===== src/hdl/tsu_pkg.sv =====
// Shared types and constants of the trigonometric series unit.
package tsu_pkg;

    typedef enum logic [3:0] {
        S_IDLE,
        S_RAD,
        S_RAD_W,
        S_LOAD,
        S_X2_W,
        S_TERM,
        S_TMUL_W,
        S_TDIV_W,
        S_FIN,
        S_QDIV_W,
        S_OUT
    } t_state;

    typedef logic [1:0] t_status;
    localparam t_status ST_OK    = 2'd0;
    localparam t_status ST_DIV0  = 2'd1;
    localparam t_status ST_RANGE = 2'd2;
    localparam t_status ST_SAT   = 2'd3;

    typedef logic [2:0] t_mode;
    localparam t_mode MODE_SIN = 3'd0;
    localparam t_mode MODE_COS = 3'd1;
    localparam t_mode MODE_TAN = 3'd2;
    localparam t_mode MODE_CSC = 3'd3;
    localparam t_mode MODE_SEC = 3'd4;
    localparam t_mode MODE_COT = 3'd5;

    // Datapath widths
    localparam int DIV_W  = 48;   // dividend and quotient
    localparam int DEN_W  = 32;   // divisor
    localparam int MUL_W  = 36;   // multiplier operands
    localparam int PROD_W = 40;   // Q30 product and running sum

    localparam logic signed [33:0] HALF_PI_Q30 = 34'sd1685774664;
    localparam logic signed [31:0] DEG_LIMIT   = 32'sd11796480;
    // Degrees Q16 to radians Q30 is mag * 314 * 16384 / 18000 = mag * 157 * 2^11 / 1125;
    // rounded-up reciprocal scaled by 2^34 gives the exact floor for any clamped angle
    localparam int                 RAD_SHIFT   = 34;
    localparam logic [43:0]        RAD_RECIP   = 44'(((64'd157 << 45) / 64'd1125) + 64'd1);
    localparam logic signed [PROD_W-1:0] ONE_Q30 = 40'sd1073741824;

endpackage


===== src/hdl/tsu_mul.sv =====
// Two-pass Q30 multiplier sharing one 36 x 21 bit multiplier.
module tsu_mul import tsu_pkg::*; (
    input  logic              i_clk,
    input  logic              i_rst_n,
    input  logic              i_start,
    input  logic [MUL_W-1:0]  i_a,
    input  logic [MUL_W-1:0]  i_b,
    output logic              o_done,
    output logic [PROD_W-1:0] o_res
);

    localparam int HI_W = MUL_W - 15;
    localparam int P_W  = MUL_W + HI_W;

    logic [1:0]       r_phase;
    logic             r_done;
    logic [MUL_W-1:0] r_a;
    logic [MUL_W-1:0] r_b;
    logic [P_W-1:0]   r_ph;
    logic [P_W-1:0]   r_pl;
    logic [HI_W-1:0]  op_b;
    logic [P_W-1:0]   prod;
    logic [P_W:0]     comb_sum;

    // Upper part of b on the first pass, low 15 bits on the second
    assign op_b = (r_phase == 2'd1) ? r_b[MUL_W-1:15] : HI_W'(r_b[14:0]);
    assign prod = P_W'(r_a) * P_W'(op_b);

    always_ff @(posedge i_clk) begin
        if (!i_rst_n) begin
            r_phase <= 2'd0;
            r_done  <= 1'b0;
        end else begin
            r_done <= 1'b0;
            case (r_phase)
                2'd0: if (i_start) r_phase <= 2'd1;
                2'd1: r_phase <= 2'd2;
                2'd2: begin
                    r_phase <= 2'd0;
                    r_done  <= 1'b1;
                end
                default: r_phase <= 2'd0;
            endcase
        end
    end

    always_ff @(posedge i_clk) begin
        if (r_phase == 2'd0 && i_start) begin
            r_a <= i_a;
            r_b <= i_b;
        end
        if (r_phase == 2'd1) r_ph <= prod;
        if (r_phase == 2'd2) r_pl <= prod;
    end

    assign comb_sum = (P_W + 1)'(r_ph) + (P_W + 1)'(r_pl >> 15);
    assign o_res    = comb_sum[PROD_W+14:15];
    assign o_done   = r_done;

endmodule


===== src/hdl/tsu_div.sv =====
// Restoring divider, one quotient bit per cycle.
module tsu_div import tsu_pkg::*; (
    input  logic             i_clk,
    input  logic             i_rst_n,
    input  logic             i_start,
    input  logic [DIV_W-1:0] i_num,
    input  logic [DEN_W-1:0] i_den,
    output logic             o_busy,
    output logic             o_done,
    output logic [DIV_W-1:0] o_quo
);

    localparam int CNT_W = $clog2(DIV_W + 1);

    logic [CNT_W-1:0] r_cnt;
    logic             r_busy;
    logic             r_done;
    logic [DIV_W-1:0] r_q;
    logic [DEN_W-1:0] r_rem;
    logic [DEN_W-1:0] r_den;
    logic [DEN_W:0]   rem_sh;
    logic [DEN_W:0]   diff;
    logic             ge;

    assign rem_sh = {r_rem, r_q[DIV_W-1]};
    assign diff   = rem_sh - {1'b0, r_den};
    assign ge     = rem_sh >= {1'b0, r_den};

    always_ff @(posedge i_clk) begin
        if (!i_rst_n) begin
            r_busy <= 1'b0;
            r_done <= 1'b0;
            r_cnt  <= '0;
        end else begin
            r_done <= 1'b0;
            if (r_busy) begin
                r_cnt <= r_cnt - 1'b1;
                if (r_cnt == CNT_W'(1)) begin
                    r_busy <= 1'b0;
                    r_done <= 1'b1;
                end
            end else if (i_start) begin
                r_busy <= 1'b1;
                r_cnt  <= CNT_W'(DIV_W);
            end
        end
    end

    always_ff @(posedge i_clk) begin
        if (r_busy) begin
            r_rem <= ge ? diff[DEN_W-1:0] : rem_sh[DEN_W-1:0];
            r_q   <= {r_q[DIV_W-2:0], ge};
        end else if (i_start) begin
            r_rem <= '0;
            r_q   <= i_num;
            r_den <= i_den;
        end
    end

    assign o_busy = r_busy;
    assign o_done = r_done;
    assign o_quo  = r_q;

endmodule


===== src/hdl/trig_series_unit_core.sv =====
// Trigonometric series unit: sequencer, shared multiplier and divider, output register.
// Two series passes, each term divided by the 48-step divider; the quotient functions
//   add a final division.
// Throughput: one item at a time; the input stalls from acceptance until the result
//   enters the output register.
// Reset: synchronous, active low; clears the sequencer, the units and output valid.
module trig_series_unit_core import tsu_pkg::*; #(
    parameter int SERIES_TERMS = 10
) (
    input  logic        i_clk,
    input  logic        i_rst_n,
    input  logic        i_in_valid,
    output logic        o_in_stall,
    input  logic [2:0]  i_mode,
    input  logic signed [31:0] i_angle_deg,
    output logic        o_out_valid,
    input  logic        i_out_stall,
    output logic signed [31:0] o_value,
    output logic [1:0]  o_status
);

    localparam int KW = $clog2(2 * SERIES_TERMS);
    localparam int DW = 2 * KW + 2;

    t_state r_state, n_state;

    // Item context
    t_mode       r_mode, n_mode;
    logic        r_rng, n_rng;
    logic        r_aneg, n_aneg;
    logic [23:0] r_mag, n_mag;
    logic [45:0] r_rlo, n_rlo;
    logic [31:0] r_rmag, n_rmag;

    // Series state
    logic                     r_pass, n_pass;
    logic                     r_xneg, n_xneg;
    logic [KW-1:0]            r_k, n_k;
    logic [MUL_W-1:0]         r_x2, n_x2;
    logic [MUL_W-1:0]         r_term, n_term;
    logic signed [PROD_W-1:0] r_sum, n_sum;
    logic signed [PROD_W-1:0] r_s, n_s;
    logic signed [PROD_W-1:0] r_c, n_c;

    // Result
    logic                     r_qneg, n_qneg;
    logic signed [31:0]       r_res_val, n_res_val;
    t_status                  r_res_st, n_res_st;
    logic                     r_out_valid, n_out_valid;
    logic signed [31:0]       r_value, n_value;
    t_status                  r_status, n_status;

    // Shared units
    logic              mul_start, mul_done;
    logic [MUL_W-1:0]  mul_a, mul_b;
    logic [PROD_W-1:0] mul_res;
    logic              div_start, div_busy, div_done;
    logic [DIV_W-1:0]  div_num, div_quo;
    logic [DEN_W-1:0]  div_den;

    // Helpers
    logic                     in_xfer;
    logic [21:0]              rad_op;
    logic [45:0]              rad_prod;
    logic [67:0]              rad_full;
    logic signed [33:0]       rad, xval;
    logic [32:0]              ax;
    logic [DW-1:0]            dfac;
    logic signed [PROD_W-1:0] term_s, sum_upd, sum_fin;
    logic signed [PROD_W-1:0] q_num, q_den, s_sel;
    logic [PROD_W-1:0]        num_abs, den_abs, s_abs, s_scl;
    logic                     out_free;

    tsu_mul u_mul (
        .i_clk   (i_clk),
        .i_rst_n (i_rst_n),
        .i_start (mul_start),
        .i_a     (mul_a),
        .i_b     (mul_b),
        .o_done  (mul_done),
        .o_res   (mul_res)
    );

    tsu_div u_div (
        .i_clk   (i_clk),
        .i_rst_n (i_rst_n),
        .i_start (div_start),
        .i_num   (div_num),
        .i_den   (div_den),
        .o_busy  (div_busy),
        .o_done  (div_done),
        .o_quo   (div_quo)
    );

    assign o_in_stall = (r_state != S_IDLE);
    assign in_xfer    = i_in_valid && !o_in_stall;
    assign out_free   = !r_out_valid || !i_out_stall;

    // Radian conversion by reciprocal: low half of the constant first, high half next
    assign rad_op   = (r_state == S_RAD) ? RAD_RECIP[21:0] : RAD_RECIP[43:22];
    assign rad_prod = 46'(r_mag) * 46'(rad_op);
    assign rad_full = (68'(rad_prod) << 22) + 68'(r_rlo);

    // Radians with sign; second pass works on the complementary angle
    assign rad  = r_aneg ? -34'(r_rmag) : 34'(r_rmag);
    assign xval = r_pass ? (HALF_PI_Q30 - rad) : rad;
    assign ax   = xval[33] ? 33'(-xval) : 33'(xval);

    // Series divisor (2k)(2k+1)
    assign dfac = DW'({r_k, 1'b0}) * DW'({r_k, 1'b1});

    assign term_s  = PROD_W'(div_quo[MUL_W-1:0]);
    assign sum_upd = r_k[0] ? (r_sum - term_s) : (r_sum + term_s);
    assign sum_fin = r_xneg ? -sum_upd : sum_upd;

    // Quotient operands by function
    always_comb begin
        case (r_mode)
            MODE_TAN: begin q_num = r_s;     q_den = r_c; end
            MODE_CSC: begin q_num = ONE_Q30; q_den = r_s; end
            MODE_SEC: begin q_num = ONE_Q30; q_den = r_c; end
            MODE_COT: begin q_num = r_c;     q_den = r_s; end
            default:  begin q_num = r_s;     q_den = r_c; end
        endcase
    end
    assign num_abs = q_num[PROD_W-1] ? PROD_W'(-q_num) : PROD_W'(q_num);
    assign den_abs = q_den[PROD_W-1] ? PROD_W'(-q_den) : PROD_W'(q_den);

    // Sine or cosine scaled to Q16.16, truncated toward zero
    assign s_sel = (r_mode == MODE_COS) ? r_c : r_s;
    assign s_abs = s_sel[PROD_W-1] ? PROD_W'(-s_sel) : PROD_W'(s_sel);
    assign s_scl = s_abs >> 14;

    always_ff @(posedge i_clk) begin
        if (!i_rst_n) begin
            r_state     <= S_IDLE;
            r_out_valid <= 1'b0;
        end else begin
            r_state     <= n_state;
            r_out_valid <= n_out_valid;
        end
    end

    always_ff @(posedge i_clk) begin
        r_mode    <= n_mode;
        r_rng     <= n_rng;
        r_aneg    <= n_aneg;
        r_mag     <= n_mag;
        r_rlo     <= n_rlo;
        r_rmag    <= n_rmag;
        r_pass    <= n_pass;
        r_xneg    <= n_xneg;
        r_k       <= n_k;
        r_x2      <= n_x2;
        r_term    <= n_term;
        r_sum     <= n_sum;
        r_s       <= n_s;
        r_c       <= n_c;
        r_qneg    <= n_qneg;
        r_res_val <= n_res_val;
        r_res_st  <= n_res_st;
        r_value   <= n_value;
        r_status  <= n_status;
    end

    always_comb begin
        n_state     = r_state;
        n_mode      = r_mode;
        n_rng       = r_rng;
        n_aneg      = r_aneg;
        n_mag       = r_mag;
        n_rlo       = r_rlo;
        n_rmag      = r_rmag;
        n_pass      = r_pass;
        n_xneg      = r_xneg;
        n_k         = r_k;
        n_x2        = r_x2;
        n_term      = r_term;
        n_sum       = r_sum;
        n_s         = r_s;
        n_c         = r_c;
        n_qneg      = r_qneg;
        n_res_val   = r_res_val;
        n_res_st    = r_res_st;
        n_value     = r_value;
        n_status    = r_status;
        n_out_valid = r_out_valid && i_out_stall;
        mul_start   = 1'b0;
        mul_a       = MUL_W'(ax);
        mul_b       = MUL_W'(ax);
        div_start   = 1'b0;
        div_num     = DIV_W'(mul_res);
        div_den     = DEN_W'(dfac);

        case (r_state)
            S_IDLE: begin
                if (in_xfer) begin
                    // Clamp the angle to +-180 degrees and keep its magnitude
                    n_mode = i_mode;
                    if (i_angle_deg > DEG_LIMIT) begin
                        n_rng  = 1'b1;
                        n_aneg = 1'b0;
                        n_mag  = DEG_LIMIT[23:0];
                    end else if (i_angle_deg < -DEG_LIMIT) begin
                        n_rng  = 1'b1;
                        n_aneg = 1'b1;
                        n_mag  = DEG_LIMIT[23:0];
                    end else begin
                        n_rng  = 1'b0;
                        n_aneg = i_angle_deg[31];
                        n_mag  = i_angle_deg[31] ? 24'(-i_angle_deg) : i_angle_deg[23:0];
                    end
                    n_state = S_RAD;
                end
            end
            S_RAD: begin
                // Hold the low partial product of the radian scaling
                n_rlo   = rad_prod;
                n_state = S_RAD_W;
            end
            S_RAD_W: begin
                n_rmag  = rad_full[RAD_SHIFT+31:RAD_SHIFT];
                n_pass  = 1'b0;
                n_state = S_LOAD;
            end
            S_LOAD: begin
                // Seed the series with |x| and start x squared
                mul_start = 1'b1;
                n_xneg    = xval[33];
                n_term    = MUL_W'(ax);
                n_sum     = PROD_W'(ax);
                n_k       = KW'(1);
                n_state   = S_X2_W;
            end
            S_X2_W: begin
                if (mul_done) begin
                    n_x2    = mul_res[MUL_W-1:0];
                    n_state = S_TERM;
                end
            end
            S_TERM: begin
                mul_start = 1'b1;
                mul_a     = r_term;
                mul_b     = r_x2;
                n_state   = S_TMUL_W;
            end
            S_TMUL_W: begin
                if (mul_done) begin
                    div_start = 1'b1;
                    div_num   = DIV_W'(mul_res);
                    div_den   = DEN_W'(dfac);
                    n_state   = S_TDIV_W;
                end
            end
            S_TDIV_W: begin
                if (div_done) begin
                    n_term = div_quo[MUL_W-1:0];
                    n_sum  = sum_upd;
                    if (r_k == KW'(2 * SERIES_TERMS - 1)) begin
                        if (!r_pass) begin
                            n_s     = sum_fin;
                            n_pass  = 1'b1;
                            n_state = S_LOAD;
                        end else begin
                            n_c     = sum_fin;
                            n_state = S_FIN;
                        end
                    end else begin
                        n_k     = r_k + 1'b1;
                        n_state = S_TERM;
                    end
                end
            end
            S_FIN: begin
                case (r_mode)
                    MODE_SIN, MODE_COS: begin
                        n_res_val = s_sel[PROD_W-1] ? -32'(s_scl) : 32'(s_scl);
                        n_res_st  = r_rng ? ST_RANGE : ST_OK;
                        n_state   = S_OUT;
                    end
                    MODE_TAN, MODE_CSC, MODE_SEC, MODE_COT: begin
                        if (q_den == '0) begin
                            n_res_val = q_num[PROD_W-1] ? 32'sh8000_0000 : 32'sh7FFF_FFFF;
                            n_res_st  = ST_DIV0;
                            n_state   = S_OUT;
                        end else begin
                            div_start = 1'b1;
                            div_num   = DIV_W'(num_abs) << 16;
                            div_den   = den_abs[DEN_W-1:0];
                            n_qneg    = q_num[PROD_W-1] ^ q_den[PROD_W-1];
                            n_state   = S_QDIV_W;
                        end
                    end
                    default: begin
                        n_res_val = '0;
                        n_res_st  = ST_OK;
                        n_state   = S_OUT;
                    end
                endcase
            end
            S_QDIV_W: begin
                if (div_done) begin
                    // Saturate to the signed 32-bit range
                    if (!r_qneg && div_quo > DIV_W'(32'h7FFF_FFFF)) begin
                        n_res_val = 32'sh7FFF_FFFF;
                        n_res_st  = ST_SAT;
                    end else if (r_qneg && div_quo > DIV_W'(32'h8000_0000)) begin
                        n_res_val = 32'sh8000_0000;
                        n_res_st  = ST_SAT;
                    end else begin
                        n_res_val = r_qneg ? -div_quo[31:0] : div_quo[31:0];
                        n_res_st  = r_rng ? ST_RANGE : ST_OK;
                    end
                    n_state = S_OUT;
                end
            end
            S_OUT: begin
                // Hold until the output register is free, then hand over
                if (out_free) begin
                    n_out_valid = 1'b1;
                    n_value     = r_res_val;
                    n_status    = r_res_st;
                    n_state     = S_IDLE;
                end
            end
            default: n_state = S_IDLE;
        endcase
    end

    assign o_out_valid = r_out_valid;
    assign o_value     = r_value;
    assign o_status    = r_status;

    // The two units never start together
    a_one_unit: assert property (@(posedge i_clk) disable iff (!i_rst_n)
        !(mul_start && div_start))
        else $error("multiplier and divider started together");

    // The divider is never restarted while busy
    a_div_idle: assert property (@(posedge i_clk) disable iff (!i_rst_n)
        div_start |-> !div_busy)
        else $error("divider started while busy");

    // Handing over a result always raises output valid
    a_hand_over: assert property (@(posedge i_clk) disable iff (!i_rst_n)
        (r_state == S_OUT && out_free) |=> (o_out_valid && r_state == S_IDLE))
        else $error("result not handed to output register");

    // An accepted item always moves the sequencer to S_RAD
    a_take_idle: assert property (@(posedge i_clk) disable iff (!i_rst_n)
        in_xfer |=> (r_state == S_RAD))
        else $error("accepted item did not start the sequence");

endmodule

===== config.mk =====
export PLATFORM = sky130hd
export DESIGN_NAME = trig_series_unit_core
export DESIGN_NICKNAME = d
export VERILOG_FILES = /design/src/hdl/tsu_pkg.sv /design/src/hdl/tsu_mul.sv /design/src/hdl/tsu_div.sv /design/src/hdl/trig_series_unit_core.sv
export SDC_FILE = /design/constraint.sdc
export NUM_CORES = 2
export LEC_CHECK = 0
export ABC_AREA = 1
export BUFFER_PORTS_ARGS = -buffer_cell sky130_fd_sc_hd__buf_4
export CORE_ASPECT_RATIO = 0.8
export CORE_MARGIN = 5
export CORE_UTILIZATION = 50
export DETAILED_ROUTE_END_ITERATION = 10
export GPL_TIMING_DRIVEN = 0
export PLACE_DENSITY = 0.65
export RECOVER_POWER = 100
export SYNTH_ARGS = -nofsm -noshare
export SYNTH_HDL_FRONTEND = slang
export SYNTH_SLANG_ARGS = --single-unit

===== constraint.sdc =====
create_clock -name i_clk -period 11.8 [get_ports i_clk]
set_input_delay 2.36 -clock i_clk [delete_from_list [all_inputs] [get_ports i_clk]]
set_output_delay 2.36 -clock i_clk [all_outputs]
set_load 0.03 [all_outputs]

==> impl_metrics.yaml <==
cells_and_area:
  finalNonFillerCells: 12100
  finalNetCount: 11500
  drive_gt1_share_pct: 3.22
  area_growth_pct: 6.95
setup_path:
  crit_path_max_fanout: 10
  regToRegSetupSlack_ns: 0.66
  r2r_end: "r_rmag[29]"
  worstReg2RegStart: "r_state[0]"
  r2r_cells: 39
  critPathSlowestCell: "nor2_1"
  crit_path_start_kind: "flip-flop"
  max_stage_delay_ns: 0.79
  arrival_ns: 11.59
  crit_family: "adder cells"
  critPathRequiredTime_ns: 12.25
  worst_path_most_repeated_cell: "inv_1"
  endpoint_kind: "flip-flop"
  crit_type: "reg -> reg"
  path_buf_inv: 10
logic_synthesis:
  synth.distinct_cells: 77
  ys_seq_area_share_pct: 24.2
  synth_flop_cell: "edfxtp_1"
  synth_edf_count: 634
  synth_cells: 9747
  syn-cell-area_mm2: 0.0801
  async_flop_share_pct: 0
  avgSynthCellArea_um2: 8.22
  yosys_register_bits: 650
  synth-warning-count: 0
clock_tree:
  cts_hold_buf: 0
  cts-root-buf: "clkbuf_16"
  cts_tree: "done"
  post_cts_resized: 0
  htree_levels: 3
  clk_path_buf_depth: 3
  clk_pin_slew_ns: 0.07
  cts.sinks: 650
  cts_buffers: 74
  cts_setup_buffers: 0
  clk-insertion-delay-late_ns: 0.72
detailed_routing:
  routed.top_layer: "met5"
  drc_errors: 0
  routed_wl_um: 283000
  detail_route.wirelength.met1_um: 127000
  wl_met2_um: 113000
  ant_nets: 0
  vias: 68700
  viasPerCell: 5.65
  post_drt_wl_per_cell_um: 23.3
  wl_met3_um: 32000
  drt_iter0_drc: 8089
  drtPass1Iterations: 6
grt:
  grt_pass1_wl_um: 425000
  grt_usage_pct: 33.4
  grt_antenna_before_repair: 12
  grt_pass1_vias: 67000
  grt_max_degree: 69
  grt_overflow: 0
run:
  drv_cap: 11
timing:
  rsz0062_at_grt: "no"
  setup-tns-final_ns: 0
  fin_crit_sh_pct: 94.4
  setup_violations: 0
  skew_ns: 0.0431
  hold_viol: 0
  relSlewSlack_pct: -176
  tightest_slew_ns: 4.15
  layout_min_cycle_time_ns: 11.14
  timing.hold.ws_ns: 0.413
  slew_violations: 349
  fmax_mhz: 89.8
floorplan:
  die-area_mm2: 0.168
  ios: 75
  die_x_um: 458
  core-area_mm2: 0.159
  die_h_um: 368
  rows: 131
  initial_core_util_pct: 50.3
run_status:
  status: "finished with violations"
  violations: "capacitance limit, slew limit"
place:
  io_buffers: 73
  dp.cells: 12000
  dp_hpwl_um: 239000
  gp_congestion: 1.03
min_path:
  whs_path_depth: 0
  hold_path_end: "o_value[29]"
  hp-class: "reg -> reg"
  worstHoldStart: "r_res_val[29]"
-- cell usage in the layout, fill, tap and decap left out, types with 276 or more instances in the layout --
| master | count |
|---|---|
| inv_1 | 1896 |
| fa_1 | 987 |
| clkbuf_1 | 276 |
| nand2_1 | 2115 |
| nor2_1 | 1014 |
| nand3_1 | 294 |
| o21ai_0 | 436 |
| a21oi_1 | 415 |
| edfxtp_1 | 634 |
| ha_1 | 541 |
-- how the worst max path moves through the flow --
| stage | from | endpoint | slack [ns] | cells past startpoint |
|---|---|---|---|---|
| 5_1_grt | r_state[3] | r_rmag[29] | 0.17 | 40 |
| 2_1_floorplan | u_mul.r_phase[0] | u_mul.r_ph[54] | 2.29 | 31 |
| 4_1_cts | r_state[3] | r_rmag[31] | 0.39 | 41 |
| 6_report | r_state[0] | r_rmag[29] | 0.66 | 39 |
| 3_5_place_dp | r_state[3] | r_rmag[31] | 0.40 | 41 |
| 3_3_place_gp | u_mul.r_phase[0] | u_mul.r_pl[55] | -1.34 | 29 |
-- registers in the layout, summed over array words and instances (netlist names), 36 cells and up --
register,count
u_div.o_quo,48
u_mul.r_ph,55
r_s,40
u_mul.r_b,36
u_mul.r_pl,42
r_c,40
r_term,36
r_x2,36
u_mul.r_a,36
r_sum,40
-- synth_stat cells, types with 27 or more instances --
cell         n  share of area (%)
a21o_1      41               0.38
a21oi_1    412                2.6
a31oi_1     69               0.54
buf_1       38               0.18
clkbuf_1   191               0.89
edfxtp_1   634                 24
fa_1       987                 25
ha_1       541                8.4
inv_1     1891                8.9
nand2_1   2107                9.9
nand3_1    294                1.8
nand4_1     84               0.66
nor2_1    1012                4.7
nor2_2      27               0.21
nor3_1      66               0.41
nor4_1      30               0.23
o211ai_1    53               0.50
o21ai_0    425                2.7
o21ai_1     36               0.22
o22ai_1     40               0.31
or2_2       39               0.30
xnor2_1    133                1.5
xor2_1     258                2.8
-- area by class of cell --
| type | instances | area, um^2 |
|---|---|---|
| antenna | 15 | 37.5 |
| buffer | 270 | 1110 |
| clock buffer | 85 | 1920 |
| clock inverter | 50 | 502 |
| fill | 15300 | 73600 |
| inverter | 1937 | 7270 |
| multi-input combinational | 6912 | 52300 |
| sequential | 650 | 19400 |
| tap | 2128 | 2660 |
| timing repair buffer | 97 | 495 |
-- kinds of logic (layout without fill, tap and decap cells) --
kind of cell               count (synthesis)  after routing  synth area share [%]
DFF                                      650            650                  24.2
other                                      2             39               0.00937
AOI/OAI and AO/OA                       1229           1229                  8.79
xor gates and xnor gates                 393            393                  4.32
buffers and inverters                   2207           2439                  10.5
adders and majority gates               1528           1528                  33.1
and+or+nand+nor                         3738           3738                  19.1
-- metrics by stage --
step	worst slack (ns)	cell area [um^2]	utilization [%]
floorplan	2.29	80200	-
detailed placement	0.402	83800	52.6
CTS	0.385	86300	54.1
global route	0.175	85600	53.8
finish	0.662	85700	53.8
global placement	-1.34	83400	52.4
-- worst reg2reg max path, delay by kind of cell, from the launching register on --
family / cells / cell delay (ns)
buf+inv: 10 / 1.48
flops: 1 / 0.47
fa+ha+maj: 9 / 4.26
simple gates: 17 / 3.98
xor+xnor: 2 / 0.59
compound gates: 1 / 0.14
-- routing by layer --
metal,global-route usage [%],vias to the layer above
li1,-,31000
met1,50.4,33600
met2,46.9,3521
met3,8.64,478
met4,10.7,4
met5,0,-
Power is left out: the tool's default activity adds up to more than one toggle a clock period on the data nets, which glitch-free logic cannot reach.
